`src/hdl/itp_pkg.sv`:
```
package itp_pkg;

  localparam int CNT_W = 6;

  localparam logic [7:0] CH_PLUS  = 8'h2B;
  localparam logic [7:0] CH_MINUS = 8'h2D;
  localparam logic [7:0] CH_MUL   = 8'h2A;
  localparam logic [7:0] CH_DIV   = 8'h2F;
  localparam logic [7:0] CH_OPEN  = 8'h28;
  localparam logic [7:0] CH_CLOSE = 8'h29;

  // Stack entry codes.
  localparam logic [2:0] CODE_PLUS  = 3'd0;
  localparam logic [2:0] CODE_MINUS = 3'd1;
  localparam logic [2:0] CODE_MUL   = 3'd2;
  localparam logic [2:0] CODE_DIV   = 3'd3;
  localparam logic [2:0] CODE_OPEN  = 3'd4;

  localparam logic [1:0] ST_OK              = 2'd0;
  localparam logic [1:0] ST_OVERFLOW        = 2'd1;
  localparam logic [1:0] ST_UNMATCHED_CLOSE = 2'd2;
  localparam logic [1:0] ST_UNMATCHED_OPEN  = 2'd3;

  typedef enum logic [1:0] {
    CLS_OPERAND,
    CLS_OPEN,
    CLS_CLOSE,
    CLS_OPERATOR
  } sym_class_t;

  typedef struct packed {
    logic       capture;
    logic       emit;
    logic       emit_top;
    logic       push;
    logic       pop;
    logic       finish;
    logic [1:0] err_set;
  } cmd_t;

  typedef struct packed {
    sym_class_t cls;
    logic       count_zero;
    logic       count_full;
    logic       top_open;
    logic       top_ge;
    logic       final_sym;
    logic       pend_valid;
    logic       out_free;
  } stat_t;

  function automatic sym_class_t class_of(input logic [7:0] c);
    sym_class_t r;
    case (c)
      CH_OPEN:  r = CLS_OPEN;
      CH_CLOSE: r = CLS_CLOSE;
      CH_PLUS, CH_MINUS, CH_MUL, CH_DIV: r = CLS_OPERATOR;
      default:  r = CLS_OPERAND;
    endcase
    return r;
  endfunction

  function automatic logic [2:0] code_of(input logic [7:0] c);
    logic [2:0] r;
    case (c)
      CH_PLUS:  r = CODE_PLUS;
      CH_MINUS: r = CODE_MINUS;
      CH_MUL:   r = CODE_MUL;
      CH_DIV:   r = CODE_DIV;
      default:  r = CODE_OPEN;
    endcase
    return r;
  endfunction

  function automatic logic [7:0] char_of(input logic [2:0] code);
    logic [7:0] r;
    case (code)
      CODE_PLUS:  r = CH_PLUS;
      CODE_MINUS: r = CH_MINUS;
      CODE_MUL:   r = CH_MUL;
      CODE_DIV:   r = CH_DIV;
      default:    r = CH_OPEN;
    endcase
    return r;
  endfunction

  function automatic logic rank_hi(input logic [2:0] code);
    return (code == CODE_MUL) || (code == CODE_DIV);
  endfunction

endpackage

```
`src/hdl/itp_char_if.sv`:
```
interface itp_char_if;
  logic       valid;
  logic       ready;
  logic [7:0] symbol;
  logic       final_symbol;

  modport source (output valid, output symbol, output final_symbol, input ready);
  modport sink   (input valid, input symbol, input final_symbol, output ready);
endinterface

```
`src/hdl/itp_result_if.sv`:
```
interface itp_result_if;
  logic       valid;
  logic       ready;
  logic [7:0] out_symbol;
  logic       symbol_valid;
  logic       expression_end;
  logic       run_last;
  logic [1:0] status;

  modport source (output valid, output out_symbol, output symbol_valid,
                  output expression_end, output run_last, output status, input ready);
  modport sink   (input valid, input out_symbol, input symbol_valid,
                  input expression_end, input run_last, input status, output ready);
endinterface

```
`src/hdl/itp_ram.sv`:
```
module itp_ram #(
  parameter int WIDTH = 3,
  parameter int DEPTH = 32
) (
  input  logic                     clk,
  input  logic                     wr_en,
  input  logic [$clog2(DEPTH)-1:0] wr_addr,
  input  logic [WIDTH-1:0]         wr_data,
  input  logic [$clog2(DEPTH)-1:0] rd_addr,
  output logic [WIDTH-1:0]         rd_data
);

  logic [WIDTH-1:0] mem [DEPTH];

  always_ff @(posedge clk) begin
    if (wr_en) begin
      mem[wr_addr] <= wr_data;
    end
    rd_data <= mem[rd_addr];
  end

endmodule

```
`src/hdl/itp_dp.sv`:
```
module itp_dp #(
  parameter int STACK_DEPTH = 32
) (
  input  logic         clk,
  input  logic         rst,
  input  itp_pkg::cmd_t  cmd,
  output itp_pkg::stat_t stat,
  input  logic [7:0]   symbol,
  input  logic         final_symbol,
  input  logic         out_ready,
  output logic         out_valid,
  output logic [7:0]   out_symbol,
  output logic         symbol_valid,
  output logic         expression_end,
  output logic         run_last,
  output logic [1:0]   status
);
  import itp_pkg::*;

  localparam int ADDR_W = $clog2(STACK_DEPTH);

  logic [7:0]       sym_q;
  logic             final_q;
  logic [CNT_W-1:0] count;
  logic [CNT_W-1:0] count_next;
  logic [1:0]       err;
  logic             pend_valid;
  logic [7:0]       pend_char;
  logic             fwd;
  logic [2:0]       fwd_data;
  logic [2:0]       rd_data;
  logic [2:0]       top;
  logic [2:0]       sym_code;
  logic [2:0]       push_code;
  logic [ADDR_W-1:0] rd_addr;
  logic [ADDR_W-1:0] wr_addr;
  logic             out_free;

  assign sym_code  = code_of(sym_q);
  assign push_code = (class_of(sym_q) == CLS_OPEN) ? CODE_OPEN : sym_code;
  assign top       = fwd ? fwd_data : rd_data;
  assign out_free  = !out_valid || out_ready;

  always_comb begin
    count_next = count;
    if (cmd.finish && final_q) begin
      count_next = '0;
    end else if (cmd.push) begin
      count_next = count + CNT_W'(1);
    end else if (cmd.pop) begin
      count_next = count - CNT_W'(1);
    end
  end

  // The read address always follows the next top of stack, so the top entry is
  // ready in the cycle after any push or pop.
  assign rd_addr = ADDR_W'(count_next - CNT_W'(1));
  assign wr_addr = ADDR_W'(count);

  itp_ram #(
    .WIDTH (3),
    .DEPTH (STACK_DEPTH)
  ) u_stack (
    .clk     (clk),
    .wr_en   (cmd.push),
    .wr_addr (wr_addr),
    .wr_data (push_code),
    .rd_addr (rd_addr),
    .rd_data (rd_data)
  );

  always_comb begin
    stat.cls        = class_of(sym_q);
    stat.count_zero = (count == '0);
    stat.count_full = (count >= CNT_W'(STACK_DEPTH));
    stat.top_open   = (top == CODE_OPEN);
    stat.top_ge     = rank_hi(top) || !rank_hi(sym_code);
    stat.final_sym  = final_q;
    stat.pend_valid = pend_valid;
    stat.out_free   = out_free;
  end

  always_ff @(posedge clk) begin
    if (cmd.capture) begin
      sym_q   <= symbol;
      final_q <= final_symbol;
    end
    fwd_data <= push_code;
    if (cmd.emit) begin
      pend_char <= cmd.emit_top ? char_of(top) : sym_q;
    end
    if (cmd.finish) begin
      out_symbol     <= pend_valid ? pend_char : 8'h00;
      symbol_valid   <= pend_valid;
      run_last       <= 1'b1;
      expression_end <= final_q;
      status         <= final_q ? err : ST_OK;
    end else if (cmd.emit && pend_valid) begin
      out_symbol     <= pend_char;
      symbol_valid   <= 1'b1;
      run_last       <= 1'b0;
      expression_end <= 1'b0;
      status         <= ST_OK;
    end
  end

  always_ff @(posedge clk) begin
    if (rst) begin
      count      <= '0;
      err        <= ST_OK;
      pend_valid <= 1'b0;
      out_valid  <= 1'b0;
      fwd        <= 1'b0;
    end else begin
      count <= count_next;
      fwd   <= cmd.push && (wr_addr == rd_addr);
      if (cmd.finish && final_q) begin
        err <= ST_OK;
      end else if (err == ST_OK) begin
        err <= cmd.err_set;
      end
      if (cmd.finish) begin
        pend_valid <= 1'b0;
      end else if (cmd.emit) begin
        pend_valid <= 1'b1;
      end
      if (cmd.finish) begin
        out_valid <= pend_valid || final_q;
      end else if (cmd.emit && pend_valid) begin
        out_valid <= 1'b1;
      end else if (out_ready) begin
        out_valid <= 1'b0;
      end
    end
  end

`ifndef SYNTH
  a_count_bound: assert property (@(posedge clk) disable iff (rst)
    count <= CNT_W'(STACK_DEPTH))
    else $error("stack count beyond depth");

  a_no_push_full: assert property (@(posedge clk) disable iff (rst)
    cmd.push |-> !stat.count_full)
    else $error("push on a full stack");

  a_no_pop_empty: assert property (@(posedge clk) disable iff (rst)
    cmd.pop |-> !stat.count_zero)
    else $error("pop on an empty stack");

  a_emit_room: assert property (@(posedge clk) disable iff (rst)
    (cmd.emit && pend_valid) || cmd.finish |-> out_free)
    else $error("result register overwritten before it was taken");

  a_end_clears: assert property (@(posedge clk) disable iff (rst)
    cmd.finish && final_q |=> count == '0 && err == ST_OK && !pend_valid)
    else $error("state not cleared at expression end");
`endif

endmodule

```
`src/hdl/itp_ctrl.sv`:
```
module itp_ctrl (
  input  logic           clk,
  input  logic           rst,
  input  logic           in_valid,
  output logic           in_ready,
  input  itp_pkg::stat_t stat,
  output itp_pkg::cmd_t  cmd
);
  import itp_pkg::*;

  typedef enum logic [2:0] {
    S_IDLE  = 3'b001,
    S_PROC  = 3'b010,
    S_FLUSH = 3'b100
  } state_t;

  state_t state;
  state_t state_next;
  logic   can_emit;

  // A new character may be held once the previous one can move on.
  assign can_emit = !stat.pend_valid || stat.out_free;
  assign in_ready = (state == S_IDLE);

  always_comb begin
    cmd        = '0;
    state_next = state;
    case (state)
      S_IDLE: begin
        if (in_valid) begin
          cmd.capture = 1'b1;
          state_next  = S_PROC;
        end
      end
      S_PROC: begin
        case (stat.cls)
          CLS_OPERAND: begin
            if (can_emit) begin
              cmd.emit   = 1'b1;
              state_next = S_FLUSH;
            end
          end
          CLS_OPEN: begin
            if (stat.count_full) begin
              cmd.err_set = ST_OVERFLOW;
            end else begin
              cmd.push = 1'b1;
            end
            state_next = S_FLUSH;
          end
          CLS_CLOSE: begin
            if (stat.count_zero) begin
              cmd.err_set = ST_UNMATCHED_CLOSE;
              state_next  = S_FLUSH;
            end else if (stat.top_open) begin
              cmd.pop    = 1'b1;
              state_next = S_FLUSH;
            end else if (can_emit) begin
              cmd.emit     = 1'b1;
              cmd.emit_top = 1'b1;
              cmd.pop      = 1'b1;
            end
          end
          CLS_OPERATOR: begin
            if (!stat.count_zero && !stat.top_open && stat.top_ge) begin
              if (can_emit) begin
                cmd.emit     = 1'b1;
                cmd.emit_top = 1'b1;
                cmd.pop      = 1'b1;
              end
            end else begin
              if (stat.count_full) begin
                cmd.err_set = ST_OVERFLOW;
              end else begin
                cmd.push = 1'b1;
              end
              state_next = S_FLUSH;
            end
          end
          default: begin
            state_next = S_FLUSH;
          end
        endcase
      end
      S_FLUSH: begin
        if (stat.final_sym && !stat.count_zero) begin
          if (stat.top_open) begin
            cmd.pop     = 1'b1;
            cmd.err_set = ST_UNMATCHED_OPEN;
          end else if (can_emit) begin
            cmd.emit     = 1'b1;
            cmd.emit_top = 1'b1;
            cmd.pop      = 1'b1;
          end
        end else if (stat.out_free) begin
          cmd.finish = 1'b1;
          state_next = S_IDLE;
        end
      end
      default: begin
        state_next = S_IDLE;
      end
    endcase
  end

  always_ff @(posedge clk) begin
    if (rst) begin
      state <= S_IDLE;
    end else begin
      state <= state_next;
    end
  end

`ifndef SYNTH
  a_capture_idle: assert property (@(posedge clk) disable iff (rst)
    cmd.capture |=> state == S_PROC)
    else $error("request captured without starting work");

  a_finish_idle: assert property (@(posedge clk) disable iff (rst)
    cmd.finish |=> in_ready)
    else $error("block not ready after finishing a request");

  a_push_pop_excl: assert property (@(posedge clk) disable iff (rst)
    !(cmd.push && cmd.pop) && !(cmd.emit && cmd.finish))
    else $error("conflicting datapath commands");
`endif

endmodule

```
`src/hdl/infix_to_postfix_converter.sv`:
```
// Shunting-yard infix to postfix converter. Each request carries one ASCII character;
// operands pass through, parentheses and + - * / go through an operator stack of
// STACK_DEPTH entries held in a RAM with registered read. A request is captured, worked
// through and flushed, and pops stack entries on the way (an operator taken off by a
// closing parenthesis or by an operator of lower or equal rank, or any entry on the
// flush of the final character). The opening parenthesis that a closing one matches is
// popped as the work on the closing one ends. The controller steps through the stack one
// entry per cycle while results can move on; a result side that holds off stalls it.
// Results are held one deep so the last result of each request can carry run_last, and
// the final character's last result carries expression_end and the status (ok,
// overflow, unmatched close, unmatched open). A final character that produces nothing
// yields one empty marker.
module infix_to_postfix_converter #(
  parameter int STACK_DEPTH = 32
) (
  input logic         clk,
  input logic         rst,
  itp_char_if.sink    chars,
  itp_result_if.source postfix
);
  import itp_pkg::*;

  cmd_t  cmd;
  stat_t stat;

  itp_ctrl u_ctrl (
    .clk      (clk),
    .rst      (rst),
    .in_valid (chars.valid),
    .in_ready (chars.ready),
    .stat     (stat),
    .cmd      (cmd)
  );

  itp_dp #(
    .STACK_DEPTH (STACK_DEPTH)
  ) u_dp (
    .clk            (clk),
    .rst            (rst),
    .cmd            (cmd),
    .stat           (stat),
    .symbol         (chars.symbol),
    .final_symbol   (chars.final_symbol),
    .out_ready      (postfix.ready),
    .out_valid      (postfix.valid),
    .out_symbol     (postfix.out_symbol),
    .symbol_valid   (postfix.symbol_valid),
    .expression_end (postfix.expression_end),
    .run_last       (postfix.run_last),
    .status         (postfix.status)
  );

endmodule
```
`src/flat_wrapper.sv`:
```
// flat-port wrapper written by rule: the top's interface ports become plain ports
module infix_to_postfix_converter_flat import itp_pkg::*;
#(
  parameter int STACK_DEPTH = 32
)
  (clk, rst, chars_valid, chars_symbol, chars_final_symbol, chars_ready, postfix_valid, postfix_out_symbol, postfix_symbol_valid, postfix_expression_end, postfix_run_last, postfix_status, postfix_ready);
  itp_char_if chars_i ();
  itp_result_if postfix_i ();
  input logic clk;
  input logic rst;
  input wire logic [$bits(chars_i.valid)-1:0] chars_valid;
  input wire logic [$bits(chars_i.symbol)-1:0] chars_symbol;
  input wire logic [$bits(chars_i.final_symbol)-1:0] chars_final_symbol;
  output wire logic [$bits(chars_i.ready)-1:0] chars_ready;
  output wire logic [$bits(postfix_i.valid)-1:0] postfix_valid;
  output wire logic [$bits(postfix_i.out_symbol)-1:0] postfix_out_symbol;
  output wire logic [$bits(postfix_i.symbol_valid)-1:0] postfix_symbol_valid;
  output wire logic [$bits(postfix_i.expression_end)-1:0] postfix_expression_end;
  output wire logic [$bits(postfix_i.run_last)-1:0] postfix_run_last;
  output wire logic [$bits(postfix_i.status)-1:0] postfix_status;
  input wire logic [$bits(postfix_i.ready)-1:0] postfix_ready;
  assign chars_i.valid = chars_valid;
  assign chars_i.symbol = chars_symbol;
  assign chars_i.final_symbol = chars_final_symbol;
  assign chars_ready = chars_i.ready;
  assign postfix_valid = postfix_i.valid;
  assign postfix_out_symbol = postfix_i.out_symbol;
  assign postfix_symbol_valid = postfix_i.symbol_valid;
  assign postfix_expression_end = postfix_i.expression_end;
  assign postfix_run_last = postfix_i.run_last;
  assign postfix_status = postfix_i.status;
  assign postfix_i.ready = postfix_ready;
  infix_to_postfix_converter #(.STACK_DEPTH(STACK_DEPTH)) u_core (.clk(clk), .rst(rst), .chars(chars_i), .postfix(postfix_i));
endmodule
```
`config.mk`:
```
export PLATFORM = sky130hd
export DESIGN_NAME = infix_to_postfix_converter_flat
export DESIGN_NICKNAME = d
export VERILOG_FILES = /design/src/hdl/itp_pkg.sv /design/src/hdl/itp_char_if.sv /design/src/hdl/itp_result_if.sv /design/src/hdl/itp_ram.sv /design/src/hdl/itp_dp.sv /design/src/hdl/itp_ctrl.sv /design/src/hdl/infix_to_postfix_converter.sv /design/src/flat_wrapper.sv
export SDC_FILE = /design/constraint.sdc
export NUM_CORES = 1
export LEC_CHECK = 0
export BUFFER_PORTS_ARGS = -buffer_cell sky130_fd_sc_hd__buf_2
export CORE_ASPECT_RATIO = 0.9
export CORE_MARGIN = 1
export CORE_UTILIZATION = 40
export CTS_CLUSTER_DIAMETER = 80
export CTS_CLUSTER_SIZE = 40
export DETAILED_ROUTE_END_ITERATION = 8
export GPL_ROUTABILITY_DRIVEN = 0
export SYNTH_ARGS = -nofsm -noshare
export SYNTH_HDL_FRONTEND = slang
export SYNTH_HIERARCHICAL = 1
export SYNTH_SLANG_ARGS = --single-unit
export TNS_END_PERCENT = 50
```
`constraint.sdc`:
```
create_clock -name clk -period 6.35 [get_ports clk]
set_input_delay 0.3175 -clock clk [delete_from_list [all_inputs] [get_ports clk]]
set_output_delay 0.3175 -clock clk [all_outputs]
set_load 0.02 [all_outputs]
```
After elaboration in Yosys (flattened, before gate mapping)
Memory sizes are Yosys's and may differ from the RTL's. A register that Yosys moved wholly into a read port is not among the register bits.
Cells that the tools add are included.
{"block": "totals", "mem_bits_rw": 96, "out_inout_bits": 15, "n_memories": 1, "ff_bits": 47, "word_cells": 136, "inputBits": 13}
{"block": "classes", "reduce_logical": 27, "add_sub_neg": 3, "n_eq_ne": 25, "n_mux": 64, "n_lt_le_gt_ge": 1}
{"memory": "u_core.u_dp.u_stack.mem", "words": 32, "width": 3, "read_ports": 1, "rd_clocked_by_memory_dff": 1, "write_ports": 1, "line": "itp_ram.sv:13", "rtl": "logic [WIDTH-1:0] mem [DEPTH];"}
{"op": "$eq A8 B6 Y1 const B", "count": 6}
{"op": "$pmux W3 S4", "count": 3}
{"op": "$mux W8", "count": 4}
{"op": "$mux W3", "count": 9}
{"op": "$mux W1", "count": 24}
{"op": "$mux W2", "count": 11}
{"op": "$mux W6", "count": 3}
{"op": "$eq A3 B2 Y1 const B", "count": 5}
{"op": "$pmux W2 S3", "count": 2}
{"op": "$pmux W3 S3", "count": 1}
{"op": "$pmux W1 S2", "count": 4}
{"op": "$pmux W2 S2", "count": 2}
{"op": "$add A6 B1 Y6 const B", "count": 1}
{"op": "$eq A3 B1 Y1 const B", "count": 2}
{"op": "$eq A3 B3 Y1 const B", "count": 2}
{"op": "$ge A6 B6 Y1 const B", "count": 1}
{"op": "$logic_and A1 B1 Y1", "count": 6}
{"op": "$logic_not A6 Y1", "count": 1}
{"op": "$logic_or A1 B1 Y1", "count": 6}
{"op": "$ne A2 B2 Y1 const B", "count": 3}
{"op": "$ne A3 B3 Y1 const B", "count": 2}
{"op": "$reduce_and A6 Y1", "count": 1}
{"op": "$sub A6 B1 Y6 const B", "count": 1}
{"op": "$eq A5 B5 Y1", "count": 1}
{"op": "12 further kinds", "count": 19}

Longest topological paths before layout
{"block": "logic_depth", "word_depth": 16, "ltp_mapped": 18}

Cells and area by module
The synthesis kept the hierarchy.
{"mod": "itp_ram", "cells_per_inst": 185, "area_per_inst_um2": 3916.3, "n_inst": 1}
{"mod": "itp_dp", "cells_per_inst": 184, "area_per_inst_um2": 2135.8, "n_inst": 1}
{"mod": "itp_ctrl", "cells_per_inst": 42, "area_per_inst_um2": 331.6, "n_inst": 1}

Worst setup path before layout
No wires, ideal clock.
{"block": "synth_timing", "path_kind": "reg2reg", "from": "register u_core.u_dp.sym_q[4]", "to": "register u_core.u_dp.u_stack.rd_data[0] (read register of u_core.u_dp.u_stack.mem)", "path_stages_with_launch": 18, "arrival_ps": 4693, "setup_ps": 121, "path_slack_ps": 1536, "cell_sequence": "edfxtp_1 > nor4_1 > o211a_1 > nand2_1 > nand4bb_1 > nand3_1 > nor2_1 > buf_6 > nor2_1 > xnor2_1 > nand2_1 > ha_1 > xnor2_1 > clkbuf_1 > clkbuf_1 > mux4_2 > mux4_2 > mux2_2"}
{"element": "start, declared", "line": "itp_dp.sv:22", "rtl": "logic [7:0] sym_q;"}
{"element": "start signal, assigned", "line": "itp_dp.sv:85", "rtl": "sym_q <= symbol;"}
{"element": "end, declared", "line": "itp_ram.sv:10", "rtl": "output logic [WIDTH-1:0] rd_data"}

==> summary by stage <==
Status
The run finished with clean final reports.

Critical path
The worst setup path is of the reg2reg kind. The start of the worst register-to-register path is u_core/u_dp/count[2]. The number of cells traversed by the worst register-to-register path is 12. The worst reg-to-reg setup slack is between 1000 and 1500 ps. The sum of buffers and inverters on the critical path is 1. The worst setup path is launched from a flip-flop. The data arrival at the endpoint of the critical path is about 5600 ps. The dominant cell type by count on the critical path is sky130_fd_sc_hd__nand2_1. STA classifies the critical path endpoint as a flip-flop. The worst-path maximum fanout is 24.

Traced cell by cell, the critical path runs through or2_2 -> nor4b_1 -> nor2b_1 -> nor3b_1 -> nand2_1 -> nand2_1 -> ha_1 -> xnor2_2 -> buf_4 -> mux4_1 -> mux4_2 -> mux2_2. The most critical setup path has its endpoint at u_core/u_dp/u_stack/rd_data[2]. The category of cells accounting for the largest share of critical-path delay is simple AND/OR/NAND/NOR gates. The launching element of the worst setup path is u_core/u_dp/count[2]. The delay contributed by the slowest stage of the critical path is around 730 ps. In this run the number of cells on the critical path is 12. Data on the critical path is required at its endpoint by roughly 6700 ps.

The critical register-to-register path endpoint is u_core/u_dp/u_stack/rd_data[2]. The largest individual stage delay along the critical path comes from the cell sky130_fd_sc_hd__nor4b_1.

Synthesis
In this run, distinct cell masters in the synthesized netlist total 67. Counting every net in the synthesized netlist gives about 430. The sequential area share after synthesis is 65.4%.

After synthesis, the cell types taking the most area are sky130_fd_sc_hd__edfxtp_1 (59%), sky130_fd_sc_hd__mux4_2 (10%), sky130_fd_sc_hd__dfxtp_1 (6.6%), sky130_fd_sc_hd__nor2_1 (2.8%), sky130_fd_sc_hd__buf_6 (1.2%). The most used flip-flop cell after synthesis is sky130_fd_sc_hd__edfxtp_1. The post-synthesis cell type with the largest combined area is sky130_fd_sc_hd__edfxtp_1.

The synthesis warning total is 6. The synthesized design contains 146 register bits. The number of flops mapped to enable cells by yosys is around 130. The mean area per synthesized cell is between 15 and 20 µm². The top cell type's share of synthesized area is between 50% and 60%. In this run the cell area of the synthesized design comes to 6380 µm². Synthesis handed over a netlist of 411 instances. The fraction of registers with async set or reset after synthesis is 0%.

Floorplanning
The core region is 15500 µm². The initial core utilization is between 40% and 50%. The die is approximately 140 µm wide. The die footprint is around 16000 µm². 28 I/O pins were placed. In this run the vertical extent of the chip is approximately 120 µm. The number of placement rows is 43.

Drt
The detailed-router iteration count before antenna repair is 5. The routed via count divided by cell count is roughly 5.3. For this run, design rule violations remaining after detail routing come to 0. The detailed router's first-iteration violation count is approximately 270. Wires add up to 11800 µm. The number of vias in the routed layout is about 3500.

The count of nets left with antenna violations once routing finished came out at 0. In the final routed layout, each cell accounts on average for ~18 µm.

Timing
The slew at the pin closest to its max-slew limit is about 1100 ps. Setup repair after global routing left no endpoint under its margin. The final-layout setup total negative slack is 0 ps. Dividing the final minimum period by the clock period gives between 80 and 90%. The count of final setup violators is 0.

Across the routed clock network, the largest skew measured is between 10 and 15 ps. The worst pin sits at a relative slew slack of ~28%. Once routing completed, OpenROAD measured the worst setup slack at around 1100 ps. The clock period minus final worst setup slack is ~5300 ps. The maximum clock frequency is around 190 MHz. The count of final hold-check violations came to 0. The final count of pins violating max slew was 0.

Finish
In the final design database the tool counted around 460 nets. 0 antenna diodes ended up in the layout. The post-synthesis to final-layout area growth is 14.5%. Of the cells placed in the final design, the portion with a size suffix greater than 1 is 25.8%.

Clock tree
The clock net in this run drives a total of between 100 and 150 sinks. The CTS tree is done. The clock insertion delay at the later pin of the skew report is 420 ps. The H-tree was split into 4 levels. The count of instances resized after the clock tree is built is 0.

CTS placed an instance of sky130_fd_sc_hd__clkbuf_16 at the clock tree root. The maximum buffer depth of the clock tree is 2. TritonCTS created 17 clock buffers. After clock tree synthesis, the setup repair step added 0 buffers. The number of hold buffers added after cts is 0.

After clock tree synthesis, the clock-pin slew on the worst setup and hold paths is roughly 60 ps.

Placement
Prior to clock tree synthesis, the placed netlist has a worst setup slack of 1090 ps. The quantity of I/O buffers inserted on ports is 27. The detailed-placement wirelength estimate is 7770 µm.

Pwr
The analysis attributes to cell leakage a power of between 2 and 2.5 nW. VDD sags by at most 0.218 mV. Of the total power, combinational logic draws under 10%. In this run switching power makes up 18.7% of total power. The internal power of the cells totals about 1.7 mW. The sequential cell fraction of total power is ~50%. In this run, the clock network consumes 49.1% of the power. Summed over all nets, the switching power comes to just under 400 µW. In this run the power density over the cells is approximately 290 nW/µm².

Global routing
The maximum number of pins on one net before global-route repair is 35. The global router's overall resource usage is 15.6%. The via count of the first global-routing pass is approximately 3400. The total global routing overflow is 0. The first-pass GRT wire length is 18600 µm. The initial antenna violation count is 0.

Min path
The type of the most critical hold path is in2reg.

Job
Max-cap violations in this run came to 0.
synthesized netlist by cell type, types with 7 or more instances:
cell and instances:
sky130_fd_sc_hd__dfxtp_1 21, sky130_fd_sc_hd__nand3b_1 8, sky130_fd_sc_hd__mux4_2 29, sky130_fd_sc_hd__edfxtp_1 125, sky130_fd_sc_hd__nand3_1 10, sky130_fd_sc_hd__clkbuf_1 7, sky130_fd_sc_hd__nor2b_1 7, sky130_fd_sc_hd__nand2_1 19
sky130_fd_sc_hd__inv_1 15, sky130_fd_sc_hd__buf_6 7, sky130_fd_sc_hd__and2_1 10, sky130_fd_sc_hd__nor2_1 48, sky130_fd_sc_hd__o21ai_0 9
layer usage:
| layer | up-vias | GRT usage, % | share of wire, % |
|---|---|---|---|
| met2 | 108 | 24.5 | 47 |
| li1 | 1646 | - | - |
| met4 | 0 | 5.48 | 0.87 |
| met3 | 8 | 4.29 | 6.5 |
| met5 | - | 0 | 0 |
| met1 | 1746 | 20.8 | 45 |
area by class of cell:
class / instances / area [µm²]
Clock buffer: 20 / 437
Clock inverter: 11 / 178
Fill cell: 1332 / 8180
Inverter: 15 / 56.3
Multi-Input combinational cell: 232 / 2030
Sequential cell: 146 / 4170
Tap cell: 202 / 253
Timing Repair Buffer: 33 / 180
how the worst min path moves through the flow:
stage | slack [ps] | start | cells past startpoint | to
final | 80 | chars_symbol[6] | 1 | u_core/u_dp/sym_q[6]
after global routing | 60 | chars_symbol[1] | 1 | u_core/u_dp/sym_q[1]
after CTS | 60 | chars_symbol[1] | 1 | u_core/u_dp/sym_q[1]
after detailed placement | 440 | u_core/u_dp/run_last | 1 | u_core/u_dp/run_last
after global placement | 430 | u_core/u_dp/run_last | 1 | u_core/u_dp/run_last
after floorplan | 390 | rst | 1 | u_core/u_dp/count[1]
cell families (layout without fill, tap and decap cells):
kind of cell	after synthesis	after routing	share of synthesized area, %
mux	38	38	12.2
simple gates	139	139	12.3
xor+xnor	8	8	1.22
fa+ha+maj	4	4	0.784
buf+inv	33	79	2.94
compound gates	43	43	5.21
flops	146	146	65.4
cells in the final DEF (no fill, tap or decap), types with 7 or more instances in the layout:
| master | netlist | final |
|---|---|---|
| sky130_fd_sc_hd__nor2b_1 | 7 | 7 |
| sky130_fd_sc_hd__and2_1 | 10 | 10 |
| sky130_fd_sc_hd__o21ai_0 | 9 | 8 |
| sky130_fd_sc_hd__nor2_1 | 48 | 48 |
| sky130_fd_sc_hd__nand3b_1 | 8 | 8 |
| sky130_fd_sc_hd__dfxtp_1 | 21 | 21 |
| sky130_fd_sc_hd__buf_2 | 0 | 27 |
| sky130_fd_sc_hd__edfxtp_1 | 125 | 125 |
| sky130_fd_sc_hd__nand3_1 | 10 | 10 |
| sky130_fd_sc_hd__clkbuf_16 | 0 | 17 |
| sky130_fd_sc_hd__mux4_2 | 29 | 29 |
| sky130_fd_sc_hd__nand2_1 | 19 | 19 |
| sky130_fd_sc_hd__inv_1 | 15 | 15 |
state kept, by name (all words and copies together) (netlist names), 3 cells and up:
name                         count
u_core/u_dp/u_stack/mem         96
u_core/u_dp/fwd_data             3
u_core/u_dp/out_symbol           8
u_core/u_dp/pend_char            8
u_core/u_dp/count                6
u_core/u_ctrl/state              3
u_core/u_dp/sym_q                8
u_core/u_dp/u_stack/rd_data      3
power by group through the flow:
stage	Sequential [mW]	Clock [mW]	Combinational [mW]
final	1.04	1.03	0.0272
after global routing	1.04	1.09	0.0302
after CTS	1.04	1.05	0.0277
after detailed placement	1.06	0	0.0276
after global placement	1.06	0	0.0269
after floorplan	1.06	0	0.0163
through the flow:
step | util, % | area [µm²] | std cells | hold slack [ps] | power (mW)
2_1_floorplan | - | 6380 | 411 | 390 | 1.08
3_5_place_dp | 43.2 | 6700 | 628 | 445 | 1.09
5_1_grt | 47.2 | 7310 | 659 | 60.2 | 2.16
6_report | 47.2 | 7310 | 659 | 78.2 | 2.10
4_1_cts | 47.2 | 7310 | 659 | 64.1 | 2.12
3_3_place_gp | 43.2 | 6700 | 628 | 435 | 1.09
(Power assumes the default switching activity.)
